File: config.mk
export PLATFORM = sky130hd
export DESIGN_NAME = keyboard_scancode_decoder
export DESIGN_NICKNAME = d
export VERILOG_FILES = /design/src/hdl/kbd_pkg.sv /design/src/hdl/kbd_lookup.sv /design/src/hdl/keyboard_scancode_decoder.sv
export SDC_FILE = /design/constraint.sdc
export NUM_CORES = 1
export LEC_CHECK = 0
export BUFFER_PORTS_ARGS = -buffer_cell sky130_fd_sc_hd__buf_4
export CAP_MARGIN = 10
export CORE_ASPECT_RATIO = 1.25
export CORE_MARGIN = 4
export CORE_UTILIZATION = 40
export DETAILED_ROUTE_END_ITERATION = 16
export GPL_ROUTABILITY_DRIVEN = 0
export PLACE_DENSITY_LB_ADDON = 0.3
export SLEW_MARGIN = 20
export SYNTH_ARGS = -nofsm -noshare
export SYNTH_HDL_FRONTEND = slang
export SYNTH_SLANG_ARGS = --single-unit
File: constraint.sdc
create_clock -name clock -period 3.25 [get_ports clock]
set_clock_uncertainty 0.2 [all_clocks]
set_input_delay 0.325 -clock clock [delete_from_list [all_inputs] [get_ports clock]]
set_output_delay 0.325 -clock clock [all_outputs]
set_load 0.03 [all_outputs]
File: src/hdl/kbd_pkg.sv
// Shared types, constants and key tables for the scan-code set 1 decoder.
// Used by kbd_lookup and keyboard_scancode_decoder; depends on nothing.
`timescale 1ns / 1ps

package kbd_pkg;

   // Size of the pressed-key set and the widths that follow from it.
   localparam int PRESSED_SLOTS = 8;
   localparam int SLOT_W = (PRESSED_SLOTS > 1) ? $clog2(PRESSED_SLOTS) : 1;
   localparam int CNT_W  = $clog2(PRESSED_SLOTS + 1);

   // Prefix bytes and the prefix state codes.
   localparam logic [7:0] BYTE_E0 = 8'hE0;
   localparam logic [7:0] BYTE_E1 = 8'hE1;
   localparam logic [1:0] PFX_NONE = 2'd0;
   localparam logic [1:0] PFX_E0   = 2'd1;
   localparam logic [1:0] PFX_E1   = 2'd2;

   // Scan codes with a special meaning.
   localparam logic [6:0] SC_LSHIFT = 7'd42;
   localparam logic [6:0] SC_RSHIFT = 7'd54;
   localparam logic [6:0] SC_ALT    = 7'd56;
   localparam logic [6:0] SC_CTRL   = 7'd29;
   localparam logic [6:0] SC_CAPS   = 7'd58;
   localparam logic [6:0] SC_SCROLL = 7'd70;
   localparam logic [6:0] SC_NUM    = 7'd69;
   localparam logic [6:0] SC_PAD7   = 7'd71;
   localparam logic [6:0] SC_DEL    = 7'd83;
   localparam logic [6:0] SC_SLASH  = 7'd53;
   localparam logic [6:0] SC_DIV    = 7'd8;

   // Bit positions in the modifier and lock flag words.
   localparam int MB_SHIFT = 0;
   localparam int MB_ALTL  = 1;
   localparam int MB_ALTR  = 2;
   localparam int MB_CTRLL = 3;
   localparam int MB_CTRLR = 4;
   localparam int LB_SCROLL = 0;
   localparam int LB_NUM    = 1;
   localparam int LB_CAPS   = 2;

   // Context that steers the character lookup.
   typedef struct packed {
      logic e0;
      logic no_prefix;
      logic numlk_on;
      logic capslk_on;
      logic shift;
      logic altr_held;
   } kbd_ctx_type;

   typedef enum logic [2:0] {
      S_IDLE   = 3'b001,
      S_SCAN   = 3'b010,
      S_FINISH = 3'b100
   } kbd_state_type;

   // Unshifted German layout.
   function automatic logic [7:0] plain_chr(input logic [6:0] c);
      logic [7:0] r;
      case (c)
         7'd2: r = 8'd49;   7'd3: r = 8'd50;   7'd4: r = 8'd51;   7'd5: r = 8'd52;
         7'd6: r = 8'd53;   7'd7: r = 8'd54;   7'd8: r = 8'd55;   7'd9: r = 8'd56;
         7'd10: r = 8'd57;  7'd11: r = 8'd48;  7'd12: r = 8'd225; 7'd13: r = 8'd39;
         7'd14: r = 8'd8;   7'd16: r = 8'd113; 7'd17: r = 8'd119; 7'd18: r = 8'd101;
         7'd19: r = 8'd114; 7'd20: r = 8'd116; 7'd21: r = 8'd122; 7'd22: r = 8'd117;
         7'd23: r = 8'd105; 7'd24: r = 8'd111; 7'd25: r = 8'd112; 7'd26: r = 8'd129;
         7'd27: r = 8'd43;  7'd28: r = 8'd10;  7'd30: r = 8'd97;  7'd31: r = 8'd115;
         7'd32: r = 8'd100; 7'd33: r = 8'd102; 7'd34: r = 8'd103; 7'd35: r = 8'd104;
         7'd36: r = 8'd106; 7'd37: r = 8'd107; 7'd38: r = 8'd108; 7'd39: r = 8'd148;
         7'd40: r = 8'd132; 7'd41: r = 8'd94;  7'd43: r = 8'd35;  7'd44: r = 8'd121;
         7'd45: r = 8'd120; 7'd46: r = 8'd99;  7'd47: r = 8'd118; 7'd48: r = 8'd98;
         7'd49: r = 8'd110; 7'd50: r = 8'd109; 7'd51: r = 8'd44;  7'd52: r = 8'd46;
         7'd53: r = 8'd45;  7'd55: r = 8'd42;  7'd57: r = 8'd32;  7'd74: r = 8'd45;
         7'd78: r = 8'd43;  7'd86: r = 8'd60;
         default: r = 8'd0;
      endcase
      return r;
   endfunction

   // Shifted German layout.
   function automatic logic [7:0] upper_chr(input logic [6:0] c);
      logic [7:0] r;
      case (c)
         7'd2: r = 8'd33;   7'd3: r = 8'd34;   7'd4: r = 8'd21;   7'd5: r = 8'd36;
         7'd6: r = 8'd37;   7'd7: r = 8'd38;   7'd8: r = 8'd47;   7'd9: r = 8'd40;
         7'd10: r = 8'd41;  7'd11: r = 8'd61;  7'd12: r = 8'd63;  7'd13: r = 8'd96;
         7'd16: r = 8'd81;  7'd17: r = 8'd87;  7'd18: r = 8'd69;  7'd19: r = 8'd82;
         7'd20: r = 8'd84;  7'd21: r = 8'd90;  7'd22: r = 8'd85;  7'd23: r = 8'd73;
         7'd24: r = 8'd79;  7'd25: r = 8'd80;  7'd26: r = 8'd154; 7'd27: r = 8'd42;
         7'd30: r = 8'd65;  7'd31: r = 8'd83;  7'd32: r = 8'd68;  7'd33: r = 8'd70;
         7'd34: r = 8'd71;  7'd35: r = 8'd72;  7'd36: r = 8'd74;  7'd37: r = 8'd75;
         7'd38: r = 8'd76;  7'd39: r = 8'd153; 7'd40: r = 8'd142; 7'd41: r = 8'd248;
         7'd43: r = 8'd39;  7'd44: r = 8'd89;  7'd45: r = 8'd88;  7'd46: r = 8'd67;
         7'd47: r = 8'd86;  7'd48: r = 8'd66;  7'd49: r = 8'd78;  7'd50: r = 8'd77;
         7'd51: r = 8'd59;  7'd52: r = 8'd58;  7'd53: r = 8'd95;  7'd57: r = 8'd32;
         7'd86: r = 8'd62;
         default: r = 8'd0;
      endcase
      return r;
   endfunction

   // Characters reached with right alt.
   function automatic logic [7:0] altgr_chr(input logic [6:0] c);
      logic [7:0] r;
      case (c)
         7'd3: r = 8'd253;  7'd8: r = 8'd123;  7'd9: r = 8'd91;   7'd10: r = 8'd93;
         7'd11: r = 8'd125; 7'd12: r = 8'd92;  7'd16: r = 8'd64;  7'd27: r = 8'd126;
         7'd50: r = 8'd230; 7'd86: r = 8'd124;
         default: r = 8'd0;
      endcase
      return r;
   endfunction

   // Keypad with num lock: character and remapped scan code, offset from code 71.
   function automatic logic [14:0] pad_entry(input logic [3:0] i);
      logic [14:0] r;
      case (i)
         4'd0: r = {8'd55, 7'd8};   4'd1: r = {8'd56, 7'd9};   4'd2: r = {8'd57, 7'd10};
         4'd3: r = {8'd45, 7'd53};  4'd4: r = {8'd52, 7'd5};   4'd5: r = {8'd53, 7'd6};
         4'd6: r = {8'd54, 7'd7};   4'd7: r = {8'd43, 7'd27};  4'd8: r = {8'd49, 7'd2};
         4'd9: r = {8'd50, 7'd3};   4'd10: r = {8'd51, 7'd4};  4'd11: r = {8'd48, 7'd11};
         4'd12: r = {8'd44, 7'd51};
         default: r = 15'd0;
      endcase
      return r;
   endfunction

   function automatic logic is_letter(input logic [6:0] c);
      return c inside {[7'd16:7'd26], [7'd30:7'd40], [7'd44:7'd50]};
   endfunction

endpackage

File: src/hdl/kbd_lookup.sv
// Character lookup for a completed make code in the German layout.
// Depends on kbd_pkg for the tables and the lookup context.
`timescale 1ns / 1ps

module kbd_lookup (
   input  kbd_pkg::kbd_ctx_type ctx,
   input  logic [6:0]           code,
   output logic [7:0]           ascii,
   output logic [6:0]           scan
);
   import kbd_pkg::*;

   logic [3:0]  pad_off;
   logic [14:0] pad;

   assign pad_off = 4'(code - SC_PAD7);
   assign pad     = pad_entry(pad_off);

   // Priority: keypad divide, keypad with num lock, right alt, shift, caps letters, plain.
   always_comb begin
      scan = code;
      if (code == SC_SLASH && ctx.e0) begin
         ascii = 8'd47;
         scan  = SC_DIV;
      end else if (ctx.numlk_on && ctx.no_prefix && code >= SC_PAD7 && code <= SC_DEL) begin
         ascii = pad[14:7];
         scan  = pad[6:0];
      end else if (ctx.altr_held) begin
         ascii = altgr_chr(code);
      end else if (ctx.shift || (ctx.capslk_on && is_letter(code))) begin
         ascii = upper_chr(code);
      end else begin
         ascii = plain_chr(code);
      end
   end

endmodule

File: src/hdl/keyboard_scancode_decoder.sv
// Scan-code set 1 keyboard decoder: top level with the pressed-key memory walk.
// Depends on kbd_pkg and kbd_lookup.
`timescale 1ns / 1ps

// Takes one keyboard byte per request (tdata = scan byte, tuser = byte came from the
// mouse port and is ignored) and returns one result per request. A byte that needs
// no pressed-key bookkeeping (prefix, code zero, auxiliary) goes straight to the finish
// state; a make or break code walks the pressed-key memory one slot per cycle through
// its single read port and stops early when the code is found. The memory's valid
// bits clear at reset, so no clearing pass is needed. A new request is taken as soon
// as the previous result sits in the output register.
module keyboard_scancode_decoder (
   input  logic        clock,
   input  logic        reset,
   input  logic        req_tvalid,
   output logic        req_tready,
   input  logic [7:0]  req_tdata,   // [7:0] scan_byte
   input  logic        req_tuser,   // [0] from_aux
   output logic        rsp_tvalid,
   input  logic        rsp_tready,
   // [0] key_valid, [8:1] ascii, [15:9] scancode, [16] shift, [17] left alt held,
   // [18] right alt held, [19] left ctrl held, [20] right ctrl held, [23:21] lock_leds,
   // [24] led_update, [28:25] keys_down, [29] reboot_request, [31:30] zero
   output logic [31:0] rsp_tdata
);
   import kbd_pkg::*;

   kbd_state_type state_ff, state_in;
   logic [7:0]  byte_ff, byte_in;
   logic        aux_ff, aux_in;

   // Walk control.
   logic [CNT_W-1:0]  issue_ff, issue_in;
   logic [SLOT_W-1:0] cmp_idx_ff, cmp_idx_in;
   logic              cmp_vld_ff, cmp_vld_in;
   logic              match_ff, match_in;
   logic [SLOT_W-1:0] match_idx_ff, match_idx_in;
   logic              free_ff, free_in;
   logic [SLOT_W-1:0] free_idx_ff, free_idx_in;

   // Pressed-key memory.
   logic [6:0]               set_mem_ff [PRESSED_SLOTS];
   logic [PRESSED_SLOTS-1:0] slot_vld_ff;
   logic [SLOT_W-1:0]        rd_addr;
   logic [6:0]               rd_data_ff;
   logic                     rd_vld_ff;
   logic                     wr_en;
   logic [SLOT_W-1:0]        wr_addr;
   logic [6:0]               wr_data;
   logic [6:0]               entry;

   // Decoder state.
   logic [1:0]       prefix_ff, prefix_in;
   logic [4:0]       mods_ff, mods_in;
   logic [2:0]       locks_ff, locks_in;
   logic [7:0]       last_ascii_ff, last_ascii_in;
   logic [6:0]       last_scan_ff, last_scan_in;
   logic [CNT_W-1:0] count_ff, count_in;

   logic        rsp_tvalid_ff, rsp_tvalid_in;
   logic [31:0] rsp_tdata_ff, rsp_tdata_in;

   logic        accept, out_free, need_walk, e0, key_valid, led_chg, reboot;
   logic [6:0]  code, lk_scan;
   logic [7:0]  lk_ascii;
   kbd_ctx_type ctx;

   assign accept     = req_tvalid && req_tready;
   assign req_tready = (state_ff == S_IDLE);
   assign out_free   = !rsp_tvalid_ff || rsp_tready;
   assign rsp_tvalid = rsp_tvalid_ff;
   assign rsp_tdata  = rsp_tdata_ff;
   assign code       = byte_ff[6:0];
   assign e0         = (prefix_ff == PFX_E0);
   assign need_walk  = !req_tuser && req_tdata != BYTE_E0 && req_tdata != BYTE_E1 &&
                       req_tdata[6:0] != 7'd0;
   assign entry      = rd_vld_ff ? rd_data_ff : 7'd0;

   assign ctx = '{e0: e0, no_prefix: (prefix_ff == PFX_NONE), numlk_on: locks_ff[LB_NUM],
                  capslk_on: locks_ff[LB_CAPS], shift: mods_ff[MB_SHIFT],
                  altr_held: mods_ff[MB_ALTR]};

   kbd_lookup u_lookup (
      .ctx   (ctx),
      .code  (code),
      .ascii (lk_ascii),
      .scan  (lk_scan)
   );

   // Sequencer: accept, walk the memory for make and break codes, then commit state and load the result.
   always_comb begin
      state_in     = state_ff;
      byte_in      = byte_ff;
      aux_in       = aux_ff;
      issue_in     = issue_ff;
      cmp_idx_in   = cmp_idx_ff;
      cmp_vld_in   = 1'b0;
      match_in     = match_ff;
      match_idx_in = match_idx_ff;
      free_in      = free_ff;
      free_idx_in  = free_idx_ff;
      rd_addr      = issue_ff[SLOT_W-1:0];
      case (state_ff)
         S_IDLE: begin
            if (accept) begin
               byte_in  = req_tdata;
               aux_in   = req_tuser;
               issue_in = '0;
               match_in = 1'b0;
               free_in  = 1'b0;
               state_in = need_walk ? S_SCAN : S_FINISH;
            end
         end
         S_SCAN: begin
            if (issue_ff < CNT_W'(PRESSED_SLOTS)) begin
               issue_in   = issue_ff + 1'b1;
               cmp_vld_in = 1'b1;
               cmp_idx_in = issue_ff[SLOT_W-1:0];
            end
            if (cmp_vld_ff) begin
               if (entry == code) begin
                  match_in     = 1'b1;
                  match_idx_in = cmp_idx_ff;
                  state_in     = S_FINISH;
               end else begin
                  if (entry == 7'd0 && !free_ff) begin
                     free_in     = 1'b1;
                     free_idx_in = cmp_idx_ff;
                  end
                  if (cmp_idx_ff == SLOT_W'(PRESSED_SLOTS - 1)) state_in = S_FINISH;
               end
            end
         end
         S_FINISH: begin
            if (out_free) state_in = S_IDLE;
         end
         default: state_in = S_IDLE;
      endcase
   end

   // Byte decode; its effect is committed in the finishing cycle.
   always_comb begin
      prefix_in     = prefix_ff;
      mods_in       = mods_ff;
      locks_in      = locks_ff;
      last_ascii_in = last_ascii_ff;
      last_scan_in  = last_scan_ff;
      count_in      = count_ff;
      key_valid     = 1'b0;
      led_chg       = 1'b0;
      wr_en         = 1'b0;
      wr_addr       = free_idx_ff;
      wr_data       = code;
      if (!aux_ff) begin
         if (byte_ff == BYTE_E0) begin
            prefix_in = PFX_E0;
         end else if (byte_ff == BYTE_E1) begin
            prefix_in = PFX_E1;
         end else if (byte_ff[7]) begin
            if (code == SC_LSHIFT || code == SC_RSHIFT) mods_in[MB_SHIFT] = 1'b0;
            else if (code == SC_ALT) mods_in[e0 ? MB_ALTR : MB_ALTL] = 1'b0;
            else if (code == SC_CTRL) mods_in[e0 ? MB_CTRLR : MB_CTRLL] = 1'b0;
            prefix_in = PFX_NONE;
            if (match_ff) begin
               wr_en    = 1'b1;
               wr_addr  = match_idx_ff;
               wr_data  = 7'd0;
               if (count_ff != '0) count_in = count_ff - 1'b1;
            end
         end else begin
            if (code == SC_LSHIFT || code == SC_RSHIFT) begin
               mods_in[MB_SHIFT] = 1'b1;
            end else if (code == SC_ALT) begin
               mods_in[e0 ? MB_ALTR : MB_ALTL] = 1'b1;
            end else if (code == SC_CTRL) begin
               mods_in[e0 ? MB_CTRLR : MB_CTRLL] = 1'b1;
            end else if (code == SC_CAPS) begin
               locks_in[LB_CAPS] = !locks_ff[LB_CAPS];
               led_chg = 1'b1;
            end else if (code == SC_SCROLL) begin
               locks_in[LB_SCROLL] = !locks_ff[LB_SCROLL];
               led_chg = 1'b1;
            end else if (code == SC_NUM && !mods_ff[MB_CTRLL]) begin
               locks_in[LB_NUM] = !locks_ff[LB_NUM];
               led_chg = 1'b1;
            end else begin
               last_ascii_in = lk_ascii;
               last_scan_in  = lk_scan;
               key_valid     = 1'b1;
            end
            prefix_in = PFX_NONE;
            if (!match_ff && free_ff) begin
               wr_en    = 1'b1;
               count_in = count_ff + 1'b1;
            end
         end
      end
      reboot = key_valid && (mods_in[MB_CTRLL] || mods_in[MB_CTRLR]) &&
               (mods_in[MB_ALTL] || mods_in[MB_ALTR]) && last_scan_in == SC_DEL;
      rsp_tdata_in = {2'b00, reboot, 4'(count_in), led_chg, locks_in, mods_in,
                      last_scan_in, last_ascii_in, key_valid};
   end

   // Output register handshake.
   always_comb begin
      rsp_tvalid_in = rsp_tvalid_ff && !rsp_tready;
      if (state_ff == S_FINISH && out_free) rsp_tvalid_in = 1'b1;
   end

   // Control registers.
   always_ff @(posedge clock) begin
      if (reset) begin
         state_ff      <= S_IDLE;
         cmp_vld_ff    <= 1'b0;
         rsp_tvalid_ff <= 1'b0;
         prefix_ff     <= PFX_NONE;
         mods_ff       <= '0;
         locks_ff      <= '0;
         last_ascii_ff <= '0;
         last_scan_ff  <= '0;
         count_ff      <= '0;
      end else begin
         state_ff      <= state_in;
         cmp_vld_ff    <= cmp_vld_in;
         rsp_tvalid_ff <= rsp_tvalid_in;
         if (state_ff == S_FINISH && out_free) begin
            prefix_ff     <= prefix_in;
            mods_ff       <= mods_in;
            locks_ff      <= locks_in;
            last_ascii_ff <= last_ascii_in;
            last_scan_ff  <= last_scan_in;
            count_ff      <= count_in;
         end
      end
   end

   // Payload registers of the walk and the result.
   always_ff @(posedge clock) begin
      byte_ff      <= byte_in;
      aux_ff       <= aux_in;
      issue_ff     <= issue_in;
      cmp_idx_ff   <= cmp_idx_in;
      match_ff     <= match_in;
      match_idx_ff <= match_idx_in;
      free_ff      <= free_in;
      free_idx_ff  <= free_idx_in;
      if (state_ff == S_FINISH && out_free) rsp_tdata_ff <= rsp_tdata_in;
   end

   // Pressed-key memory: one registered read, one write in the finishing cycle.
   always_ff @(posedge clock) begin
      rd_data_ff <= set_mem_ff[rd_addr];
      if (wr_en && state_ff == S_FINISH && out_free) set_mem_ff[wr_addr] <= wr_data;
   end

   // Entry valid bits; an entry never written reads as a free slot.
   always_ff @(posedge clock) begin
      if (reset) begin
         slot_vld_ff <= '0;
         rd_vld_ff   <= 1'b0;
      end else begin
         rd_vld_ff <= slot_vld_ff[rd_addr];
         if (wr_en && state_ff == S_FINISH && out_free) slot_vld_ff[wr_addr] <= 1'b1;
      end
   end

   // The set count never exceeds the number of slots.
   a_count_bound: assert property (@(posedge clock) disable iff (reset)
      count_ff <= CNT_W'(PRESSED_SLOTS))
      else $error("pressed-key count exceeds the slot count");

   // A reboot flag only comes with a completed key.
   a_reboot_valid: assert property (@(posedge clock) disable iff (reset)
      rsp_tvalid && rsp_tdata[29] |-> rsp_tdata[0])
      else $error("reboot flag without a completed key");

   // A completed key and an LED update never come from the same byte.
   a_key_led: assert property (@(posedge clock) disable iff (reset)
      rsp_tvalid |-> !(rsp_tdata[0] && rsp_tdata[24]))
      else $error("key and LED update on one byte");

   // An accepted request moves the sequencer out of idle.
   a_accept_busy: assert property (@(posedge clock) disable iff (reset)
      req_tvalid && req_tready |=> state_ff == S_SCAN || state_ff == S_FINISH)
      else $error("request accepted but sequencer stayed idle");

endmodule
==> impl_metrics.yaml <==
grt:
  grt.met2_usage_pct: 29.99
  globalRouteOverflowTotal: 0
  grt.met3_usage_pct: 3.445
  grt_start_max_net_pins: 47
  track_usage_pct: 18.61
  grt_pass1_wl_um: 39920
  grt.busiest_layer: "met2"
  use_met1_pct: 24.97
  grt_antenna_before_repair: 0
  grt_pass1_vias: 7524
synthesis:
  synth_flop_cell: "edfxtp_1"
  synth_edf_count: 110
  postSynthCellCount: 952
  synth_xor_area_share_pct: 1.451
  synth_cell_types: 90
  synthArstFlopShare_pct: 0
  syn_area_per_cell_um2: 10.15
  synth_top_family_by_area: "compound AO/OA/AOI/OAI gates"
  synth_area_um2: 9661
  ys_seq_elements: 176
  synth-seq-area-share_pct: 47.87
  yosys.area_share.simple_pct: 16.51
  yosysWarningCount: 0
  ys_top_cells_by_area: "edfxtp_1 34%, dfxtp_1 14%, nand2_1 4.1%"
  synth_fa_ha_area_share_pct: 2.849
  synth-compound-area-share_pct: 18.82
  synth_top_area_cell: "edfxtp_1"
  synth_top_area_share_pct: 34.19
  synthMuxAreaShare_pct: 8.108
placed_design:
  hpwl_um: 17570
  place_area_um2: 10500
  place_ws_ns: 0.2333
  io_buffers: 44
die:
  floorplan.initialDensity_pct: 40.72
  die_w_um: 147
  rows: 63
  dieArea_um2: 26720
  core-area_um2: 23730
  die_h_um: 181.8
  ios: 47
cells_and_area:
  final_area_um2: 11180
  num_antenna_cells: 0
  drive_above_1_share_pct: 19.02
  num-fill-cells: 2225
  area_delta_synth_final_pct: 15.74
  final_nets: 1042
status:
  status: "finished clean"
drt:
  viasPerCell: 5.802
  dr.pass1.iters: 5
  wl_um: 24600
  route.detailed.drc: 0
  wl_per_cell_um: 18.29
  routed-via-count: 7804
  ant_nets: 0
  drtIter0Drc: 628
setup_path:
  start_kind: "register"
  path_max_fanout: 8
  critPathArrivalTime_ns: 2.94
  critPathRequiredTime_ns: 3.16
  critical_path_class: "reg -> reg"
  cp-end-kind: "register"
sta:
  period_needed_ns: 3.021
  setup_violations: 0
  timing.hold.ws_ns: 0.07028
  tns_ns: 0
  rsz0062_at_grt: "no"
  fmax_mhz: 331.0
  tightest_slew_ns: 0.8997
  maxSlewHeadroom_pct: 40.02
  hold_viol: 0
  setup_ws_ns: 0.2291
  min_period_over_period_pct: 92.95
  slew_violations: 0
pwr:
  intPower_mw: 3.997
  clkPwrFrac_pct: 33.5
  pwr-share-comb_pct: 22.6
  sw_frac_of_total_pct: 31.37
  p_leak_nw: 3.981
  p_switching_mw: 1.826
  ir_worst_vdd_mv: 0.3908
  power_mw: 5.823
  p_seq_share_pct: 43.9
  cellPowerDensity_nw_per_um2: 520.8
clock_tree:
  clk_pin_slew_ns: 0.08
  cts_made_buffers: 17
  cts_sinks: 176
  cts_max_level: 4
  clk_latency_ns: 0.44
  postCtsSetupBuffers: 0
  cts-root-buf: "clkbuf_16"
  clockBufferDepth: 2
  cts_tree: "built"
job:
  drv_cap: 0
worst_hold_path:
  worstHoldPathType: "in -> reg"
-- kinds of logic after synthesis --
| kind of cell | Yosys count |
|---|---|
| AO/OA/AOI/OAI | 268 |
| XOR/XNOR | 16 |
| adder cells (fa/ha/maj) | 22 |
| buffers and inverters | 91 |
| flip-flops | 176 |
| multiplexers | 54 |
| other | 1 |
| AND/OR/NAND/NOR | 324 |
-- critical path, cell delays in order, from the launching register on --
cell and delay (ns):
edfxtp_1 0.48, inv_2 0.10, ha_2 0.18, nor2_1 0.05
or3_1 0.43, and3_1 0.23, mux2i_1 0.14, or4_4 0.58
nor2_4 0.30
-- stage by stage --
step,cells,util [%]
final,1345,47.12
after global routing,1345,47.12
after CTS,1345,47.08
after detailed placement,1303,44.25
after global placement,1303,44.25
after floorplan,953,-
-- power by group through the flow --
stage                     clock network [mW]  logic [mW]  registers [mW]
after floorplan                            0       0.914            2.58
after global placement                     0        1.27            2.60
after detailed placement                   0        1.27            2.60
after CTS                               2.00        1.28            2.55
after global routing                    2.11        1.42            2.57
final                                   1.95        1.32            2.55
-- metal layers --
metal	vias up	wire (um)
li1	3705	-
met1	3714	10630
met2	326	11740
met3	59	1502
met4	0	725
met5	-	0
-- cells in the mapped netlist (all sizes together) (13+ instances only) --
cell type / n
a21oi: 50
buf: 35
nor3: 24
ha: 22
clkbuf: 32
o21ai: 67
inv: 19
nand2: 105
mux2i: 19
mux4: 16
mux2: 19
nor2: 82
nand3: 22
edfxtp: 110
o211ai: 13
dfxtp: 66
o22ai: 14
a31oi: 19
-- final cells by class --
cell class	count	area [um^2]	share of cell area (%)
tap	325	406.6	3.637
sequential	176	4624	41.36
inverter	24	90.09	0.8057
timing repair buffer	102	815.8	7.296
multi-input combinational	686	4672	41.79
clock buffer	17	425.4	3.805
clock inverter	15	146.4	1.309
-- what timing repair did --
| action | in CTS | in global routing |
|---|---|---|
| hold endpoints to repair | 11 | 0 |
| hold buffers | 10 | 0 |
| gates resized for setup | 0 | 2 |
| setup endpoints to repair | 0 | 1 |
-- placed cells by master (no fill, tap or decap), drive strengths merged, types with 10 or more instances in the layout --
cell type / count
ha: 22
clkbuf: 17
and3: 12
xnor2: 10
nor2: 82
dfxtp: 66
nand2b: 10
a21oi: 50
edfxtp: 110
inv: 26
o211ai: 13
mux2i: 19
mux2: 19
nor3: 24
nand2: 105
a31oi: 19
buf: 92
o21ai: 67
mux4: 16
o22ai: 14
clkinv: 12
nand3: 22
dlygate4sd3: 10
-- flip-flops by register name, summed over array words and instances (netlist names), 2 cells and up, named ones only --
signal / count
set_mem_ff: 56
rsp_tdata: 30
byte_ff: 8
last_ascii_ff: 8
slot_vld_ff: 8
last_scan_ff: 7
rd_data_ff: 7
mods_ff: 5
count_ff: 4
issue_ff: 4
cmp_idx_ff: 3
free_idx_ff: 3
locks_ff: 3
match_idx_ff: 3
state_ff: 3
prefix_ff: 2
-- final timing paths --
kind	slack (ns)	cells past startpoint	start	end
setup / recovery	0.23	8	byte_ff[0]$_DFFE_PP_	set_mem_ff[3][1]$_DFFE_PP_
hold / removal	0.07	4	req_tvalid	state_ff[0]$_SDFFE_PP1P_
setup reg to reg	0.23	8	byte_ff[0]$_DFFE_PP_	set_mem_ff[3][1]$_DFFE_PP_
hold reg to reg	0.26	2	last_scan_ff[1]$_SDFFE_PP0P_	last_scan_ff[1]$_SDFFE_PP0P_
Note: power is estimated with default switching activity, not from simulation.
